File: src/rtl/core/hti_pkg.sv
`timescale 1ns / 1ps
`default_nettype none

package hti_pkg;

	localparam int HW = 24;

	// Stream payload widths.
	localparam int IN_TDATA_W  = 88;
	localparam int IN_TUSER_W  = 2;
	localparam int OUT_TDATA_W = 24;

	// Operation codes carried in the input tuser.
	localparam logic [1:0] FUNC_CORNER = 2'd0;
	localparam logic [1:0] FUNC_CENTRE = 2'd1;
	localparam logic [1:0] FUNC_QUERY  = 2'd2;

	// Configuration port.
	localparam int APB_AW = 3;
	localparam logic REG_TILE_PRESENT = 1'b0;

	// Shared multiplier operand and product widths.
	localparam int MUL_AW = 28;
	localparam int MUL_BW = 27;
	localparam int MUL_PW = 55;

	// ceil(2^30 / 25): exact quotient by 25 for any operand below 2^25.
	localparam logic [25:0] RECIP25 = 26'd42949673;
	// 25 * 2^19, lifts a signed coordinate into the non-negative range.
	localparam logic [24:0] X_OFFSET = 25'd13107200;

	localparam logic signed [31:0] H_MAX = 32'sd8388607;
	localparam logic signed [31:0] H_MIN = -32'sd8388608;

	typedef struct packed {
		logic          corner_en;
		logic          centre_en;
		logic [7:0]    row;
		logic [7:0]    col;
		logic [HW-1:0] value;
	} wr_req_t;

	typedef struct packed {
		logic              en;
		logic [MUL_AW-1:0] a;
		logic [MUL_BW-1:0] b;
	} mul_req_t;

	// floor((1536 * r + 12) / 25) for the remainder r of a division by 25.
	function automatic logic [10:0] frac_table(input logic [4:0] r);
		logic [10:0] v;
		case (r)
			5'd0:  v = 11'd0;
			5'd1:  v = 11'd61;
			5'd2:  v = 11'd123;
			5'd3:  v = 11'd184;
			5'd4:  v = 11'd246;
			5'd5:  v = 11'd307;
			5'd6:  v = 11'd369;
			5'd7:  v = 11'd430;
			5'd8:  v = 11'd492;
			5'd9:  v = 11'd553;
			5'd10: v = 11'd614;
			5'd11: v = 11'd676;
			5'd12: v = 11'd737;
			5'd13: v = 11'd799;
			5'd14: v = 11'd860;
			5'd15: v = 11'd922;
			5'd16: v = 11'd983;
			5'd17: v = 11'd1044;
			5'd18: v = 11'd1106;
			5'd19: v = 11'd1167;
			5'd20: v = 11'd1229;
			5'd21: v = 11'd1290;
			5'd22: v = 11'd1352;
			5'd23: v = 11'd1413;
			5'd24: v = 11'd1475;
			default: v = 11'd0;
		endcase
		return v;
	endfunction

endpackage

`default_nettype wire

File: src/rtl/core/hti_mul.sv
`timescale 1ns / 1ps
`default_nettype none

module hti_mul (
	input  wire                                      clk,
	input  wire hti_pkg::mul_req_t                   req,
	output logic signed [hti_pkg::MUL_PW-1:0]        prod_q
);

	always_ff @(posedge clk) begin
		if (req.en) begin
			prod_q <= $signed(req.a) * $signed(req.b);
		end
	end

endmodule

`default_nettype wire

File: config.mk
export PLATFORM = sky130hd
export DESIGN_NAME = hti_mul
export DESIGN_NICKNAME = d
export VERILOG_FILES = /design/src/rtl/core/hti_pkg.sv /design/src/rtl/core/hti_mul.sv
export SDC_FILE = /design/constraint.sdc
export NUM_CORES = 2
export LEC_CHECK = 0
export BUFFER_PORTS_ARGS = -buffer_cell sky130_fd_sc_hd__buf_2
export CORE_MARGIN = 5
export CORE_UTILIZATION = 40
export CTS_CLUSTER_SIZE = 12
export DETAILED_ROUTE_END_ITERATION = 10
export GPL_TIMING_DRIVEN = 0
export SETUP_SLACK_MARGIN = 0.05
export SYNTH_ARGS = -nofsm -noshare
export SYNTH_HDL_FRONTEND = slang
export SYNTH_SLANG_ARGS = --single-unit
File: constraint.sdc
create_clock -name clk -period 10.25 [get_ports clk]
set_clock_uncertainty 0.1 [all_clocks]
set_input_delay 2.5625 -clock clk [delete_from_list [all_inputs] [get_ports clk]]
set_output_delay 2.5625 -clock clk [all_outputs]
set_load 0.01 [all_outputs]
# [Yosys cells after proc, flatten, opt, wreduce, memory -nomap -nowiden]
# Cells that the tools add are included.
[word_totals] ff_bits=55 latchBits=0 wordCells=2 ram_bits=0 n_memories=0 in_bits=57 output_inout_bits=55 romBits=0
[op_classes] magnitude_cmp=0 n_mul=1 n_mux=0 n_shift=0 n_addsub=0 n_bitwise=0 div_mod_pow=0 n_reduce_logical=0 eq_ne=0
[ops] op="28-bit by 27-bit multiplier with 55-bit output" n=1

# [Longest topological paths before layout]
[depth] ltp_word=1 mapped_depth=28 depth_no_buf=25

# [Least setup slack after synthesis]
# Ideal clock, no wire load.
[synth_path] kind="input to register" start="in req[54] in the netlist's numbering" end="reg prod_q[54] in the netlist's numbering, data pin" path_slack_ns=1.154 arrival_time_ns=8.727 path_stages=22 t_required_ns=9.881 n_path_buf=1 setup_time_ns=0.269 cell_sequence="clkbuf_1 > nand2_1 > inv_1 > fa_1 > fa_1 > fa_1 > ha_1 > inv_1 > fa_1 > inv_1 > fa_1 > inv_1 > fa_1 > inv_1 > ha_1 > and3_1 > and2_1 > a31oi_2 > o211ai_2 > o311a_1 > o2111ai_1 > nand4_1"
[synth_via] elab_chain_cells=1
[synth_lines] element="from (decl)" line_no="hti_mul.sv:6" text="input wire hti_pkg::mul_req_t req,"
[synth_lines] element="28-bit by 27-bit multiplier with 55-bit output" line_no="hti_mul.sv:12" text="prod_q <= $signed(req.a) * $signed(req.b);"
[synth_lines] element="to (signal assigned)" line_no="hti_mul.sv:12"
[synth_lines] element="to (decl)" line_no="hti_mul.sv:7" text="output logic signed [hti_pkg::MUL_PW-1:0] prod_q"
# No other way between the ends.
# A chain may end at the register's enable or synchronous reset.

# [Final worst setup path]
[layout_path] start="in req[39] in the netlist's numbering" end="reg prod_q[54] in the netlist's numbering, data pin"
# The elaborated chain is that of the path after synthesis.

==> flow_summary.toml <==
[setup_path]
arrival_ps = 9990
startpoint_type = "input pin"
crit_required_ps = 10200
crit_start = "req[39]"
end_kind = "flop"
worst_path_max_delay_cell = "clkdlybuf4s15_1"
crit_top_cell = "fa_1"
crit_chain = "buf_2 -> clkdlybuf4s15_1 -> nand2_1 -> fa_1 -> fa_1 -> fa_1 -> fa_1 -> inv_1 -> fa_1 -> fa_1 -> inv_1 -> fa_1 -> inv_1 -> ha_1 -> a21oi_1 -> o21ai_0 -> a21oi_1 -> inv_1 -> a41oi_2 -> o211ai_2 -> o311a_1 -> o2111ai_1 -> nand4_1"
max_stage_delay_ps = 720
path_max_fanout = 10
worstSetupPathType = "input pin to flop"

[yosys]
synth_fp_nets = 4108
synth_top_family_by_area = "adder cells"
synth-main-ff-cell = "edfxtp_1"
yosysWarnings = 0
synth_xor_area_frac = 0.01783
synth_edf_count = 55
synth_top_cells_by_area = "fa_1, inv_1, ha_1"
yosys-top-cells-count = "inv_1, fa_1, nand2_1"
async_reset_ff_frac = 0
syn_area_sq_mm = 0.02899
synthSimpleGateAreaFrac = 0.1459
synth_compound_area_frac = 0.03600
synth_mux_area_frac = 0
synth_adder_area_share = 0.6119
syn_inst = 3105
syn_area_per_cell_sq_um = 9.335
synth_top_cell_by_area = "fa_1"
synthDistinctLibCells = 59
yosysMostFrequentCell = "inv_1"
yosysSeqAreaShare = 0.05698
yosysTopAreaCellShare = 0.5428
yosys_register_bits = 55

[layout]
top_register = "prod_q"
nNetsFinal = 4198
fin_area_sq_mm = 0.03086
largest_reg_flops = 55
drive_gt1_frac = 0.05757
syn2layout_area_growth_pct = 6.457
largestRegisters = "prod_q: 55 flops"
fillers = 7189

[global_route]
grtUsageTotal = 0.2381
grt_pass1_wl_um = 138000
grt_antenna_before_repair = 8
met1_usage = 0.3049
grt_max_degree = 56
grt_overflow_total = 0
met2_usage = 0.4075
use_met3 = 0.03470
grt_pass1_vias = 22427
grt.busiest_layer = "met2"

[cts]
cts_sinks = 55
h-tree-depth = 2
cts_max_path_buffers = 2
numCtsBuffers = 5
clk_pin_slew_worst_paths_ps = 80
cts_tree = "built"
cts_root_buf = "clkbuf_16"

[timing]
finalCritPeriodShare = 0.9794
slew_viol_final = 0
grt_setup_unrepaired = "true"
max_freq_ghz = 0.09962
max_slew_margin = 0.3057
setup_viol = 0
tightest_slew_ps = 1041
setup_slack_ps = 211.5
fin_crit_ps = 10040
hold_viol_final = 0
fin_tns_setup_ps = 0

[place]
place_hpwl_um = 77890
port_buffers = 79
pre_cts_slack_ps = -831.0
gp_routability_congestion = 0.9891
dpl_cell_area_sq_mm = 0.03057

[die]
io_pins = 112
initial_core_util = 0.4041
die_h_um = 279.2
coreArea_sq_mm = 0.07173
die_x_um = 279.2
dieArea_sq_mm = 0.07795
rows = 98

[drt]
detail_route.wl_per_cell_um = 22.07
antenna_left = 0
via_per_inst = 5.096
drtIter0Drc = 1644
vias = 21137
drt_drc_violations_left = 0
drt_wl_total_um = 91560
dr.pass1.iters = 5

[run_status]
outcome = "finished, final reports clean"

[min_path]
hp-class = "input pin to flop"
hold_depth = 2
hold_end = "prod_q[0]"
hp-start = "req[27]"

[flow_run]
cap_violations = 0
-- final cells by class --
type	instances	area, sq um	area share
Multi-Input combinational cell	2036	23530	0.7624
Clock inverter	3	26.28	0.0008515
Clock buffer	5	125.1	0.004055
Sequential cell	55	1652	0.05352
Tap cell	950	1189	0.03852
Buffer	153	670.6	0.02173
Inverter	861	3236	0.1049
Timing Repair Buffer	83	427.9	0.01387
Antenna cell	2	5.005	0.0001622
-- worst max-delay path: cells and delay by family --
family	cells	cell delay, ps
buffers and inverters	6	1220
adder cells (fa/ha/maj)	8	3990
AO/OA/AOI/OAI	7	1900
AND/OR/NAND/NOR	2	280
-- per-stage QoR --
step | hold slack, ps | std cells | utilization
finish | 2643 | 4148 | 0.4302
global route | 2656 | 4146 | 0.4301
CTS | 2608 | 4142 | 0.4287
detailed placement | 2874 | 4134 | 0.4262
global placement | 2874 | 4134 | 0.4262
floorplan | 2575 | 3105 | -
-- layout by cell type (no fill, tap or decap), types with 20 or more instances in the layout --
master / Yosys / routed
inv_1: 861 / 860
fa_1: 786 / 786
nand2_1: 447 / 447
and2_1: 319 / 319
ha_1: 160 / 159
buf_2: 3 / 81
clkbuf_1: 143 / 76
clkbuf_2: 0 / 69
edfxtp_1: 55 / 55
a21oi_1: 53 / 53
nor2_1: 51 / 51
xnor2_1: 43 / 43
a21o_1: 20 / 20
-- worst max-delay path by stage --
stage            endpoint  slack (ps)  cells after the start
6_report       prod_q[54]         210                     23
5_1_grt        prod_q[54]          30                     23
3_5_place_dp   prod_q[54]        -830                     22
2_1_floorplan  prod_q[54]        1150                     22
4_1_cts        prod_q[54]          50                     23
3_3_place_gp   prod_q[54]        -770                     22
-- cells by family (layout without fill, tap and decap cells) --
kind of cell / after synthesis / in the layout
AO/OA/AOI/OAI: 155 / 155
other: 0 / 2
flip-flops: 55 / 55
buffers and inverters: 1014 / 1105
AND/OR/NAND/NOR: 876 / 876
XOR/XNOR: 59 / 59
adder cells (fa/ha/maj): 946 / 946
-- timing repair --
| action | CTS | global route |
|---|---|---|
| setup buffers | 0 | 4 |
| setup endpoints to repair | 22 | 19 |
| gates resized for setup | 20 | 112 |
| hold endpoints to repair | 0 | 0 |
| hold buffers | 0 | 0 |
-- layer usage --
layer | vias to the layer above | share of wire
met5 | - | 0.00050
met4 | 6 | 0.055
met3 | 208 | 0.081
met2 | 901 | 0.50
met1 | 11016 | 0.37
li1 | 9006 | -
Power is not shown: default switching activity piles up to over one toggle a cycle in this logic, so the estimate is an artifact.
