`src/rtl/core/hti_pkg.sv`:
```
`timescale 1ns / 1ps
`default_nettype none

package hti_pkg;

	localparam int HW = 24;

	// Stream payload widths.
	localparam int IN_TDATA_W  = 88;
	localparam int IN_TUSER_W  = 2;
	localparam int OUT_TDATA_W = 24;

	// Operation codes carried in the input tuser.
	localparam logic [1:0] FUNC_CORNER = 2'd0;
	localparam logic [1:0] FUNC_CENTRE = 2'd1;
	localparam logic [1:0] FUNC_QUERY  = 2'd2;

	// Configuration port.
	localparam int APB_AW = 3;
	localparam logic REG_TILE_PRESENT = 1'b0;

	// Shared multiplier operand and product widths.
	localparam int MUL_AW = 28;
	localparam int MUL_BW = 27;
	localparam int MUL_PW = 55;

	// ceil(2^30 / 25): exact quotient by 25 for any operand below 2^25.
	localparam logic [25:0] RECIP25 = 26'd42949673;
	// 25 * 2^19, lifts a signed coordinate into the non-negative range.
	localparam logic [24:0] X_OFFSET = 25'd13107200;

	localparam logic signed [31:0] H_MAX = 32'sd8388607;
	localparam logic signed [31:0] H_MIN = -32'sd8388608;

	typedef struct packed {
		logic          corner_en;
		logic          centre_en;
		logic [7:0]    row;
		logic [7:0]    col;
		logic [HW-1:0] value;
	} wr_req_t;

	typedef struct packed {
		logic              en;
		logic [MUL_AW-1:0] a;
		logic [MUL_BW-1:0] b;
	} mul_req_t;

	// floor((1536 * r + 12) / 25) for the remainder r of a division by 25.
	function automatic logic [10:0] frac_table(input logic [4:0] r);
		logic [10:0] v;
		case (r)
			5'd0:  v = 11'd0;
			5'd1:  v = 11'd61;
			5'd2:  v = 11'd123;
			5'd3:  v = 11'd184;
			5'd4:  v = 11'd246;
			5'd5:  v = 11'd307;
			5'd6:  v = 11'd369;
			5'd7:  v = 11'd430;
			5'd8:  v = 11'd492;
			5'd9:  v = 11'd553;
			5'd10: v = 11'd614;
			5'd11: v = 11'd676;
			5'd12: v = 11'd737;
			5'd13: v = 11'd799;
			5'd14: v = 11'd860;
			5'd15: v = 11'd922;
			5'd16: v = 11'd983;
			5'd17: v = 11'd1044;
			5'd18: v = 11'd1106;
			5'd19: v = 11'd1167;
			5'd20: v = 11'd1229;
			5'd21: v = 11'd1290;
			5'd22: v = 11'd1352;
			5'd23: v = 11'd1413;
			5'd24: v = 11'd1475;
			default: v = 11'd0;
		endcase
		return v;
	endfunction

endpackage

`default_nettype wire

```
`src/rtl/core/hti_seq.sv`:
```
`timescale 1ns / 1ps
`default_nettype none

module hti_seq #(
	parameter  int GRID_CELLS = 128,
	localparam int CAW = $clog2((GRID_CELLS + 1) * (GRID_CELLS + 1)),
	localparam int CEW = $clog2(GRID_CELLS * GRID_CELLS)
) (
	input  wire                                  clk,
	input  wire                                  arst_n,
	input  wire                                  tile_present,
	input  wire                                  s_tvalid,
	output logic                                 s_tready,
	input  wire [hti_pkg::IN_TDATA_W-1:0]        s_tdata,
	input  wire [hti_pkg::IN_TUSER_W-1:0]        s_tuser,
	output logic                                 m_tvalid,
	input  wire                                  m_tready,
	output logic [hti_pkg::OUT_TDATA_W-1:0]      m_tdata,
	output logic                                 m_tuser,
	output hti_pkg::wr_req_t                     wr,
	output logic [CAW-1:0]                       corner_raddr,
	output logic [CEW-1:0]                       centre_raddr,
	input  wire [hti_pkg::HW-1:0]                corner_rdata,
	input  wire [hti_pkg::HW-1:0]                centre_rdata,
	output hti_pkg::mul_req_t                    mul_req,
	input  wire signed [hti_pkg::MUL_PW-1:0]     prod_q
);

	localparam int CW = $clog2(GRID_CELLS);
	localparam int CSIDE = GRID_CELLS + 1;
	localparam int MOD_RECIP = (2**26 + GRID_CELLS - 1) / GRID_CELLS;
	localparam logic [8:0] GRID9 = 9'(GRID_CELLS);
	localparam logic [17:0] IP_OFFSET = 18'(GRID_CELLS * 256);

	typedef enum logic [11:0] {
		ST_IDLE = 12'b0000_0000_0001,
		ST_GRID = 12'b0000_0000_0010,
		ST_INT  = 12'b0000_0000_0100,
		ST_MOD  = 12'b0000_0000_1000,
		ST_CELL = 12'b0000_0001_0000,
		ST_READ = 12'b0000_0010_0000,
		ST_LAST = 12'b0000_0100_0000,
		ST_COEF = 12'b0000_1000_0000,
		ST_MULA = 12'b0001_0000_0000,
		ST_MULB = 12'b0010_0000_0000,
		ST_SUM  = 12'b0100_0000_0000,
		ST_EMIT = 12'b1000_0000_0000
	} state_t;

	state_t state_q, state_d;
	logic   sel_y_q;
	logic [1:0] rd_cnt_q;
	logic   m_tvalid_q;

	logic [23:0] px_q, py_q;
	logic [15:0] fx_q, fy_q;
	logic [CW-1:0] cx_q, cy_q;
	logic [16:0] ip_q;
	logic [hti_pkg::HW-1:0] h_q [4];
	logic signed [27:0] a_q, b_q, c_q;
	logic signed [47:0] acc_q;
	logic [23:0] res_h_q, out_h_q;
	logic res_nl_q, out_nl_q;

	logic [1:0]  in_func;
	logic [7:0]  in_row, in_col;
	logic [23:0] in_val, in_px, in_py;
	logic accept, out_load;
	logic corner_ok, centre_ok;

	logic [24:0] xp;
	logic [19:0] q_rcp;
	logic [4:0]  r_lo;
	logic [31:0] g_val;
	logic [17:0] ip_new;
	logic [12:0] qg;
	logic [16:0] cell_full;
	logic [CW-1:0] cell_idx;

	logic signed [27:0] h1, h2, h3, h4, h5;
	logic signed [27:0] a_new, b_new, c_new;
	logic [16:0] fsum;
	logic signed [47:0] acc_new, sum_all;
	logic signed [31:0] t_val;
	logic [23:0] sat_h;

	assign in_func = s_tuser;
	assign in_row  = s_tdata[7:0];
	assign in_col  = s_tdata[15:8];
	assign in_val  = s_tdata[39:16];
	assign in_px   = s_tdata[63:40];
	assign in_py   = s_tdata[87:64];

	assign s_tready = (state_q == ST_IDLE);
	assign accept   = s_tvalid && s_tready;
	assign out_load = (state_q == ST_EMIT) && (!m_tvalid_q || m_tready);

	assign m_tvalid = m_tvalid_q;
	assign m_tdata  = out_h_q;
	assign m_tuser  = out_nl_q;

	// Writes land in the store in the beat they are accepted.
	assign corner_ok = ({1'b0, in_row} <= GRID9) && ({1'b0, in_col} <= GRID9);
	assign centre_ok = ({1'b0, in_row} < GRID9) && ({1'b0, in_col} < GRID9);

	always_comb begin
		wr           = '0;
		wr.row       = in_row;
		wr.col       = in_col;
		wr.value     = in_val;
		wr.corner_en = accept && (in_func == hti_pkg::FUNC_CORNER) && corner_ok;
		wr.centre_en = accept && (in_func == hti_pkg::FUNC_CENTRE) && centre_ok;
	end

	// Grid mapping: G = 2^30 - 1536*q - T[r] with xp = 25*q + r.
	assign xp     = (sel_y_q ? {py_q[23], py_q} : {px_q[23], px_q}) + hti_pkg::X_OFFSET;
	assign q_rcp  = prod_q[49:30];
	assign r_lo   = xp[4:0] - 5'(q_rcp[4:0] * 5'd25);
	assign g_val  = 32'h4000_0000 - {1'b0, 22'(q_rcp) * 22'd3, 9'b0}
		- 32'(hti_pkg::frac_table(r_lo));
	assign ip_new = {{2{g_val[31]}}, g_val[31:16]} + IP_OFFSET;

	// Cell index is the integer part reduced modulo the grid size.
	assign qg        = prod_q[38:26];
	assign cell_full = ip_q - 17'(32'(qg) * GRID_CELLS);
	assign cell_idx  = cell_full[CW-1:0];

	// Corner reads go h1, h2 (x+1), h3 (y+1), h4 (x+1, y+1).
	assign corner_raddr = CAW'((32'(cx_q) + 32'(rd_cnt_q[0])) * CSIDE
		+ 32'(cy_q) + 32'(rd_cnt_q[1]));
	assign centre_raddr = CEW'(32'(cx_q) * GRID_CELLS + 32'(cy_q));

	assign h1   = 28'($signed(h_q[0]));
	assign h2   = 28'($signed(h_q[1]));
	assign h3   = 28'($signed(h_q[2]));
	assign h4   = 28'($signed(h_q[3]));
	assign h5   = 28'($signed(centre_rdata)) <<< 1;
	assign fsum = {1'b0, fx_q} + {1'b0, fy_q};

	always_comb begin
		if (!fsum[16]) begin
			c_new = h1;
			if (fx_q > fy_q) begin
				a_new = h2 - h1;
				b_new = h5 - h1 - h2;
			end else begin
				a_new = h5 - h1 - h3;
				b_new = h3 - h1;
			end
		end else begin
			c_new = h5 - h4;
			if (fx_q > fy_q) begin
				a_new = h2 + h4 - h5;
				b_new = h4 - h2;
			end else begin
				a_new = h4 - h3;
				b_new = h3 + h4 - h5;
			end
		end
	end

	// The constant term rides in the accumulator above the rounding bit.
	assign acc_new = 48'(prod_q) + 48'sd32768 + (48'(c_q) <<< 16);
	assign sum_all = acc_q + 48'(prod_q);
	assign t_val   = sum_all[47:16];

	always_comb begin
		if (t_val > hti_pkg::H_MAX) begin
			sat_h = hti_pkg::H_MAX[23:0];
		end else if (t_val < hti_pkg::H_MIN) begin
			sat_h = hti_pkg::H_MIN[23:0];
		end else begin
			sat_h = t_val[23:0];
		end
	end

	always_comb begin
		mul_req = '0;
		case (state_q)
			ST_GRID: begin
				mul_req.en = 1'b1;
				mul_req.a  = {3'b0, xp};
				mul_req.b  = {1'b0, hti_pkg::RECIP25};
			end
			ST_MOD: begin
				mul_req.en = 1'b1;
				mul_req.a  = {11'b0, ip_q};
				mul_req.b  = 27'(MOD_RECIP);
			end
			ST_MULA: begin
				mul_req.en = 1'b1;
				mul_req.a  = a_q;
				mul_req.b  = {11'b0, fx_q};
			end
			ST_MULB: begin
				mul_req.en = 1'b1;
				mul_req.a  = b_q;
				mul_req.b  = {11'b0, fy_q};
			end
			default: begin
				mul_req = '0;
			end
		endcase
	end

	always_comb begin
		state_d = state_q;
		case (state_q)
			ST_IDLE: begin
				if (accept && (in_func == hti_pkg::FUNC_QUERY)) begin
					state_d = tile_present ? ST_GRID : ST_EMIT;
				end
			end
			ST_GRID: state_d = ST_INT;
			ST_INT:  state_d = ST_MOD;
			ST_MOD:  state_d = ST_CELL;
			ST_CELL: state_d = sel_y_q ? ST_READ : ST_GRID;
			ST_READ: begin
				if (rd_cnt_q == 2'd3) begin
					state_d = ST_LAST;
				end
			end
			ST_LAST: state_d = ST_COEF;
			ST_COEF: state_d = ST_MULA;
			ST_MULA: state_d = ST_MULB;
			ST_MULB: state_d = ST_SUM;
			ST_SUM:  state_d = ST_EMIT;
			ST_EMIT: begin
				if (out_load) begin
					state_d = ST_IDLE;
				end
			end
			default: state_d = ST_IDLE;
		endcase
	end

	always_ff @(posedge clk or negedge arst_n) begin
		if (!arst_n) begin
			state_q    <= ST_IDLE;
			sel_y_q    <= 1'b0;
			rd_cnt_q   <= 2'd0;
			m_tvalid_q <= 1'b0;
		end else begin
			state_q <= state_d;
			if (state_q == ST_IDLE) begin
				sel_y_q  <= 1'b0;
				rd_cnt_q <= 2'd0;
			end else if (state_q == ST_CELL) begin
				sel_y_q <= 1'b1;
			end else if (state_q == ST_READ) begin
				rd_cnt_q <= rd_cnt_q + 2'd1;
			end
			if (out_load) begin
				m_tvalid_q <= 1'b1;
			end else if (m_tready) begin
				m_tvalid_q <= 1'b0;
			end
		end
	end

	always_ff @(posedge clk) begin
		case (state_q)
			ST_IDLE: begin
				if (accept && (in_func == hti_pkg::FUNC_QUERY)) begin
					px_q     <= in_px;
					py_q     <= in_py;
					res_h_q  <= '0;
					res_nl_q <= 1'b1;
				end
			end
			ST_INT: begin
				ip_q <= ip_new[16:0];
				if (sel_y_q) begin
					fy_q <= g_val[15:0];
				end else begin
					fx_q <= g_val[15:0];
				end
			end
			ST_CELL: begin
				if (sel_y_q) begin
					cy_q <= cell_idx;
				end else begin
					cx_q <= cell_idx;
				end
			end
			ST_READ: begin
				// Read data arrives in the cycle after its address.
				if (rd_cnt_q != 2'd0) begin
					h_q[rd_cnt_q - 2'd1] <= corner_rdata;
				end
			end
			ST_LAST: begin
				h_q[3] <= corner_rdata;
			end
			ST_COEF: begin
				a_q <= a_new;
				b_q <= b_new;
				c_q <= c_new;
			end
			ST_MULB: begin
				acc_q <= acc_new;
			end
			ST_SUM: begin
				res_h_q  <= sat_h;
				res_nl_q <= 1'b0;
			end
			default: begin
			end
		endcase
		if (out_load) begin
			out_h_q  <= res_h_q;
			out_nl_q <= res_nl_q;
		end
	end

endmodule

`default_nettype wire

```
`config.mk`:
```
export PLATFORM = sky130hd
export DESIGN_NAME = hti_seq
export DESIGN_NICKNAME = d
export VERILOG_FILES = /design/src/rtl/core/hti_pkg.sv /design/src/rtl/core/hti_seq.sv
export SDC_FILE = /design/constraint.sdc
export NUM_CORES = 2
export LEC_CHECK = 0
export ABC_AREA = 0
export BUFFER_PORTS_ARGS = -buffer_cell sky130_fd_sc_hd__buf_2
export CAP_MARGIN = 20
export CORE_UTILIZATION = 44
export DETAILED_ROUTE_END_ITERATION = 10
export GPL_ROUTABILITY_DRIVEN = 0
export SLEW_MARGIN = 5
export SYNTH_ARGS = -nofsm -noshare
export SYNTH_HDL_FRONTEND = slang
export SYNTH_SLANG_ARGS = --single-unit
```
`constraint.sdc`:
```
create_clock -name clk -period 9.5 [get_ports clk]
set_clock_uncertainty 0.15 [all_clocks]
set_input_delay 1.9 -clock clk [delete_from_list [all_inputs] [get_ports clk]]
set_output_delay 1.9 -clock clk [all_outputs]
set_load 0.03 [all_outputs]
```
Yosys cells after proc, flatten, opt, wreduce, memory -nomap -nowiden
Memories as Yosys holds them, arrays and structs flattened.
Index checks and enable logic that the tools add are counted.
{"block": "totals", "romBits": 352, "mem_count": 2, "mem_bits_rw": 96, "input_bits": 198, "out_inout_bits": 154, "reg_bits": 309}
{"name": "(name not given)", "depth": 32, "width": 11, "read_ports": 1, "rd_ports_with_merged_regs": 0, "write_ports": 0, "line_no": "hti_pkg.sv:52", "rtl": "case (r)"}
{"name": "h_q", "depth": 4, "width": 24, "read_ports": 4, "rd_ports_with_merged_regs": 0, "write_ports": 1, "line_no": "hti_seq.sv:59", "rtl": "logic [hti_pkg::HW-1:0] h_q [4];"}
{"block": "op_classes", "mux": 36, "n_bitwise": 1, "eq_ne": 19, "reduce_logical": 26, "addsub": 28, "n_mul": 3, "order_cmp": 7}
{"cell": "$pmux W56 S4", "n": 1}
{"cell": "$mux W28", "n": 7}
{"cell": "$pmux W12 S12", "n": 1}
{"cell": "$sub A24 B24 Y25", "n": 4}
{"cell": "$mux W24", "n": 4}
{"cell": "$sub A26 B24 Y27", "n": 2}
{"cell": "$sub A25 B24 Y26", "n": 2}
{"cell": "$sub A25 B25 Y26", "n": 2}
{"cell": "$add A24 B24 Y25", "n": 2}
{"cell": "$add A48 B17 Y48 const B", "n": 1}
{"cell": "$add A48 B44 Y48", "n": 1}
{"cell": "$add A48 B48 Y48", "n": 1}
{"cell": "$mux W12", "n": 4}
{"cell": "$pmux W24 S2", "n": 1}
{"cell": "$gt A32 B24 Y1 const B", "n": 1}
{"cell": "$lt A32 B24 Y1 const B", "n": 1}
{"cell": "$sub A31 B31 Y32 const A", "n": 1}
{"cell": "$sub A32 B11 Y32", "n": 1}
{"cell": "$add A25 B24 Y25 const B", "n": 1}
{"cell": "$mux W25", "n": 1}
{"cell": "$reduce_or A24 Y1", "n": 1}
{"cell": "$mul A20 B2 Y22 const B", "n": 1}
{"cell": "$add A16 B16 Y17", "n": 1}
{"cell": "$add A16 B17 Y17 const B", "n": 1}
{"cell": "41 further kinds", "n": 77}

Longest topological paths before layout
An unclocked memory read counts as a cell.
{"block": "depth", "ltp_word": 6, "ltp_mapped": 33, "mapped_depth_nobuf": 28}

Least setup slack after synthesis
No wires, ideal clock.
{"block": "synth_path", "path_type": "input port to flip-flop", "from": "in prod_q[31] (netlist name)", "to": "reg ip_q[15], data pin", "t_required_ps": 9086, "n_path_buf": 2, "setup_ps": 264, "arrival_ps": 6727, "path_stages": 25, "setup_slack_ps": 2360, "path_cell_list": "ha_1 ha_1 fa_1 clkbuf_1 nor2b_1 o21ai_0 nand2b_1 xnor2_1 clkbuf_1 a31oi_1 ha_1 inv_1 ha_1 nor2b_1 o211ai_1 a21boi_0 o211ai_1 a21oi_1 o21a_1 o31a_1 o211ai_1 a21oi_1 o41ai_1 o22ai_1 o41a_1"}
{"block": "synth_via", "elab_chain_len": 5, "elab_cells_between_ends": 7, "classes_between": "add/sub (4); mul (2); memory (1)"}
{"item": "from (decl)", "line_no": "hti_seq.sv:26", "rtl": "input wire signed [hti_pkg::MUL_PW-1:0] prod_q"}
{"item": "branches (longest 3 deep; another with $sub A31 B31 Y32)"}
{"item": "$sub A32 B11 Y32 (*)", "line_no": "hti_seq.sv:120", "rtl": "- 32'(hti_pkg::frac_table(r_lo));"}
{"item": "$add A16 B17 Y17 (*)", "line_no": "hti_seq.sv:121", "rtl": "assign ip_new = {{2{g_val[31]}}, g_val[31:16]} + IP_OFFSET;"}
{"item": "via ip_new[15]", "line_no": "hti_seq.sv:75", "rtl": "logic [17:0] ip_new;"}
{"item": "to (signal assigned)", "line_no": "hti_seq.sv:272", "rtl": "ip_q <= ip_new[16:0];"}
{"item": "to (decl)", "line_no": "hti_seq.sv:58", "rtl": "logic [16:0] ip_q;"}
Mark *: on every way through the listed nets, which the timed path passes.
A chain may end at the register's enable or synchronous reset.

Worst setup path after layout
Same ends and word-level chain as after synthesis.

==> summary.txt <==
Floorplan
  – Die W: between 200 and 300 um
  – Starting density of the core: 0.447
  – Core box area: 80900 um^2
  – Die footprint: around 83000 um^2
  – Die Ht: a little under 300 um
  – I/O pin total: between 300 and 400
  – Row Count: 104

Clock tree
  – Longest Clk Path Bufs: 3
  – Hold_buf cts: 0
  – CTS sink count: 399
  – CTS buffer count: 48
  – Register clock-pin slew on the reported worst setup and hold paths: 60 ps
  – Root Buffer: clkbuf_16
  – Post-CTS Setup Inserts: 0
  – Resized Gates After CTS: 0
  – Worst-Skew Late Latency: 610 ps
  – H-tree levels: 2
  – Clock tree from TritonCTS: yes

Critical path
  – Arrival time worst endpoint: 7780 ps
  – Worst Setup Start Kind: primary input
  – CP Class: in -> reg
  – Worst path most repeated cell: ha_1
  – Critical Path End Type: register
  – Worst EP required: 9700 ps
  – CP peak stage delay: 570 ps
  – Worst path slowest cell: xor2_1
  – CP max FO: 9

Yosys
  – Synthesized area: 36200 um^2
  – Cells after synthesis: 3855
  – EDFF count, synth: 383
  – Netlist cell types: 91
  – Avg Inst Size Synth: ~9.4 um^2
  – Post-synth ARST share: 0.0401
  – FF+latch count, synth: 399
  – Ys Warns: 0
  – Ys flop type: edfxtp_1
  – Seq/Total Area, Yosys: 0.329

STA
  – RSZ-0062 raised after global routing: no
  – Slew @ Worst Pin: 1060 ps
  – Fin. Hold Viols: 0
  – Post-route setup slack: 1920 ps
  – Min Hold Slack: 264 ps
  – Period utilization: 0.798
  – Max_slew headroom: 0.284
  – Maximum clock frequency: 132 MHz
  – Setup violations, final: 0
  – Total Neg Setup Slack: 0 ps
  – Final Max Tran Viols: 0
  – Final min period: 7580 ps

Route
  – Drt first pass iters: 6
  – Via density per instance: 5.69
  – Drt drc: 0
  – Post-route ant nets: 0
  – Via count: 29600
  – Mean routed wirelength per cell: 20.3 um
  – Violation count after the first detailed-routing iteration: ~2200
  – Drt total wl: approximately 110 mm

Status
  – Outcome: completed

Finish
  – Final Cell Area: 40200 um^2
  – Layout cells sized above 1: 0.107
  – Utilization after layout: 0.496
  – Final #Nets: 4851
  – Post-route insts no fill: around 5200
  – Syn-to-layout area delta: 11.1%

Placement
  – Worst slack, placed: approximately 1400 ps
  – HPWL after DPL: 85.0 mm
  – Placed cell count: 5122
  – Port buffer count: 293
  – Placement Cell Area: about 39000 um^2

Global route
  – Initial antenna violation count: 6
  – Largest net degree at the start of global routing: 126
  – First-pass GRT wire length: around 160 mm
  – Vias in the first global route: approximately 28000
  – Grt ovf: 0
  – GRT Total Usage: 0.250

Worst hold path
  – HP Class: reg -> reg

Power
  – Pleak: 17.7 nW
  – Worst VDD drop: 148 uV
  – Total power: ~6.0 mW
  – Power per cell area: 151 nW/um^2

Flow run
  – Max_cap viols: 0
[layer usage]
layer  track usage  vias up  share of wire
li1              -    14500              -
met1         0.358    14200           0.47
met2         0.404      860           0.45
met3        0.0280      109          0.065
met4        0.0588        2          0.020
met5             0        -       0.000066
[flip-flops by register name, summed over array words and instances, names as in the netlist, 12 cells and up]
| signal | count |
|---|---|
| fy_q | 16 |
| ip_q | 16 |
| a_q | 27 |
| b_q | 26 |
| res_h_q | 24 |
| state_q | 12 |
| h_q | 96 |
| py_q | 24 |
| px_q | 24 |
| c_q | 26 |
| acc_q | 48 |
| m_tdata | 24 |
| fx_q | 16 |
[kinds of logic after synthesis]
kind of cell | after synthesis | synth area share
other | 1 | 0.000104
flip-flops | 399 | 0.329
buffers and inverters | 500 | 0.0574
multiplexers | 36 | 0.0105
adder cells (fa/ha/maj) | 541 | 0.200
XOR/XNOR | 303 | 0.0738
AO/OA/AOI/OAI | 1123 | 0.201
AND/OR/NAND/NOR | 952 | 0.128
[cell type report]
cell class	instances	area [um^2]
fillers	7622	40800
diodes	3	7.51
multi-input cells	2960	22300
repair buffers	317	1660
clock inverters	23	283
well taps	1060	1330
flip-flops and latches	399	11900
clock buffers	63	1290
inverters	386	1450
[where the power goes]
group / total, mW / leakage [nW] / internal [mW] / switching, mW
clock: 1.84 / 0.761 / 1.07 / 0.773
combinational: 2.06 / 13.3 / 0.798 / 1.27
sequential: 2.14 / 3.67 / 2.12 / 0.0222
[final timing paths]
| kind | from | end | slack, ps | depth (start not counted) |
|---|---|---|---|---|
| setup / recovery | prod_q[31] | ip_q[15]$_DFFE_PP_ | 1920 | 25 |
| hold / removal | res_h_q[1]$_SDFFCE_PN0P_ | m_tdata[1]$_DFFE_PP_ | 260 | 0 |
| setup reg to reg | sel_y_q$_DFFE_PN0P_ | ip_q[15]$_DFFE_PP_ | 2180 | 26 |
| hold reg to reg | res_h_q[1]$_SDFFCE_PN0P_ | m_tdata[1]$_DFFE_PP_ | 260 | 0 |
| max in group asynchronous | arst_n | state_q[0]$_DFFE_PN1P_ | 7810 | 1 |
| min in group asynchronous | arst_n | state_q[8]$_DFFE_PN0P_ | 1060 | 1 |
[synth_stat cells, types with 58 or more instances]
cell / n / area (um^2)
a21o_1: 114 / 856
a21oi_1: 300 / 1500
edfxtp_1: 383 / 11500
fa_1: 62 / 1240
ha_1: 479 / 5990
inv_1: 385 / 1450
nand2_1: 250 / 938
nand2b_1: 58 / 363
nor2_1: 254 / 953
nor2b_1: 64 / 400
nor3_1: 81 / 405
o21ai_0: 236 / 1180
xnor2_1: 195 / 1710
xor2_1: 106 / 928
[cells in the final DEF (no fill, tap or decap), types with 15 or more instances in the layout]
master / Yosys / routed
or2_2: 15 / 15
and2_1: 19 / 19
o31ai_1: 19 / 19
a211oi_1: 45 / 45
a31o_1: 22 / 22
a21boi_0: 15 / 15
nor2b_1: 64 / 63
nand2_1: 250 / 250
clkbuf_16: 0 / 48
edfxtp_1: 383 / 383
o21ai_1: 32 / 32
a21oi_1: 300 / 299
or3_1: 30 / 30
fa_1: 62 / 62
nor2_1: 254 / 254
nor3_1: 81 / 81
buf_4: 50 / 23
a31oi_1: 43 / 43
nand3_1: 55 / 55
o211ai_1: 28 / 28
inv_1: 385 / 384
a21o_1: 114 / 114
xor2_1: 106 / 106
mux2i_1: 31 / 31
o21bai_1: 32 / 32
ha_1: 479 / 479
and3_1: 35 / 35
o21ai_0: 236 / 235
nand4_1: 32 / 32
buf_2: 4 / 293
a221o_1: 24 / 24
xnor2_1: 195 / 195
o21a_1: 40 / 39
nand2b_1: 58 / 58
[critical path: cells and delay by family]
family                   cells  cell delay (ps)
AO/OA/AOI/OAI               13             2730
XOR/XNOR                     1              570
adder cells (fa/ha/maj)      5             1630
buffers and inverters        2              230
AND/OR/NAND/NOR              4              720
Note: power is estimated with default switching activity, not from simulation.
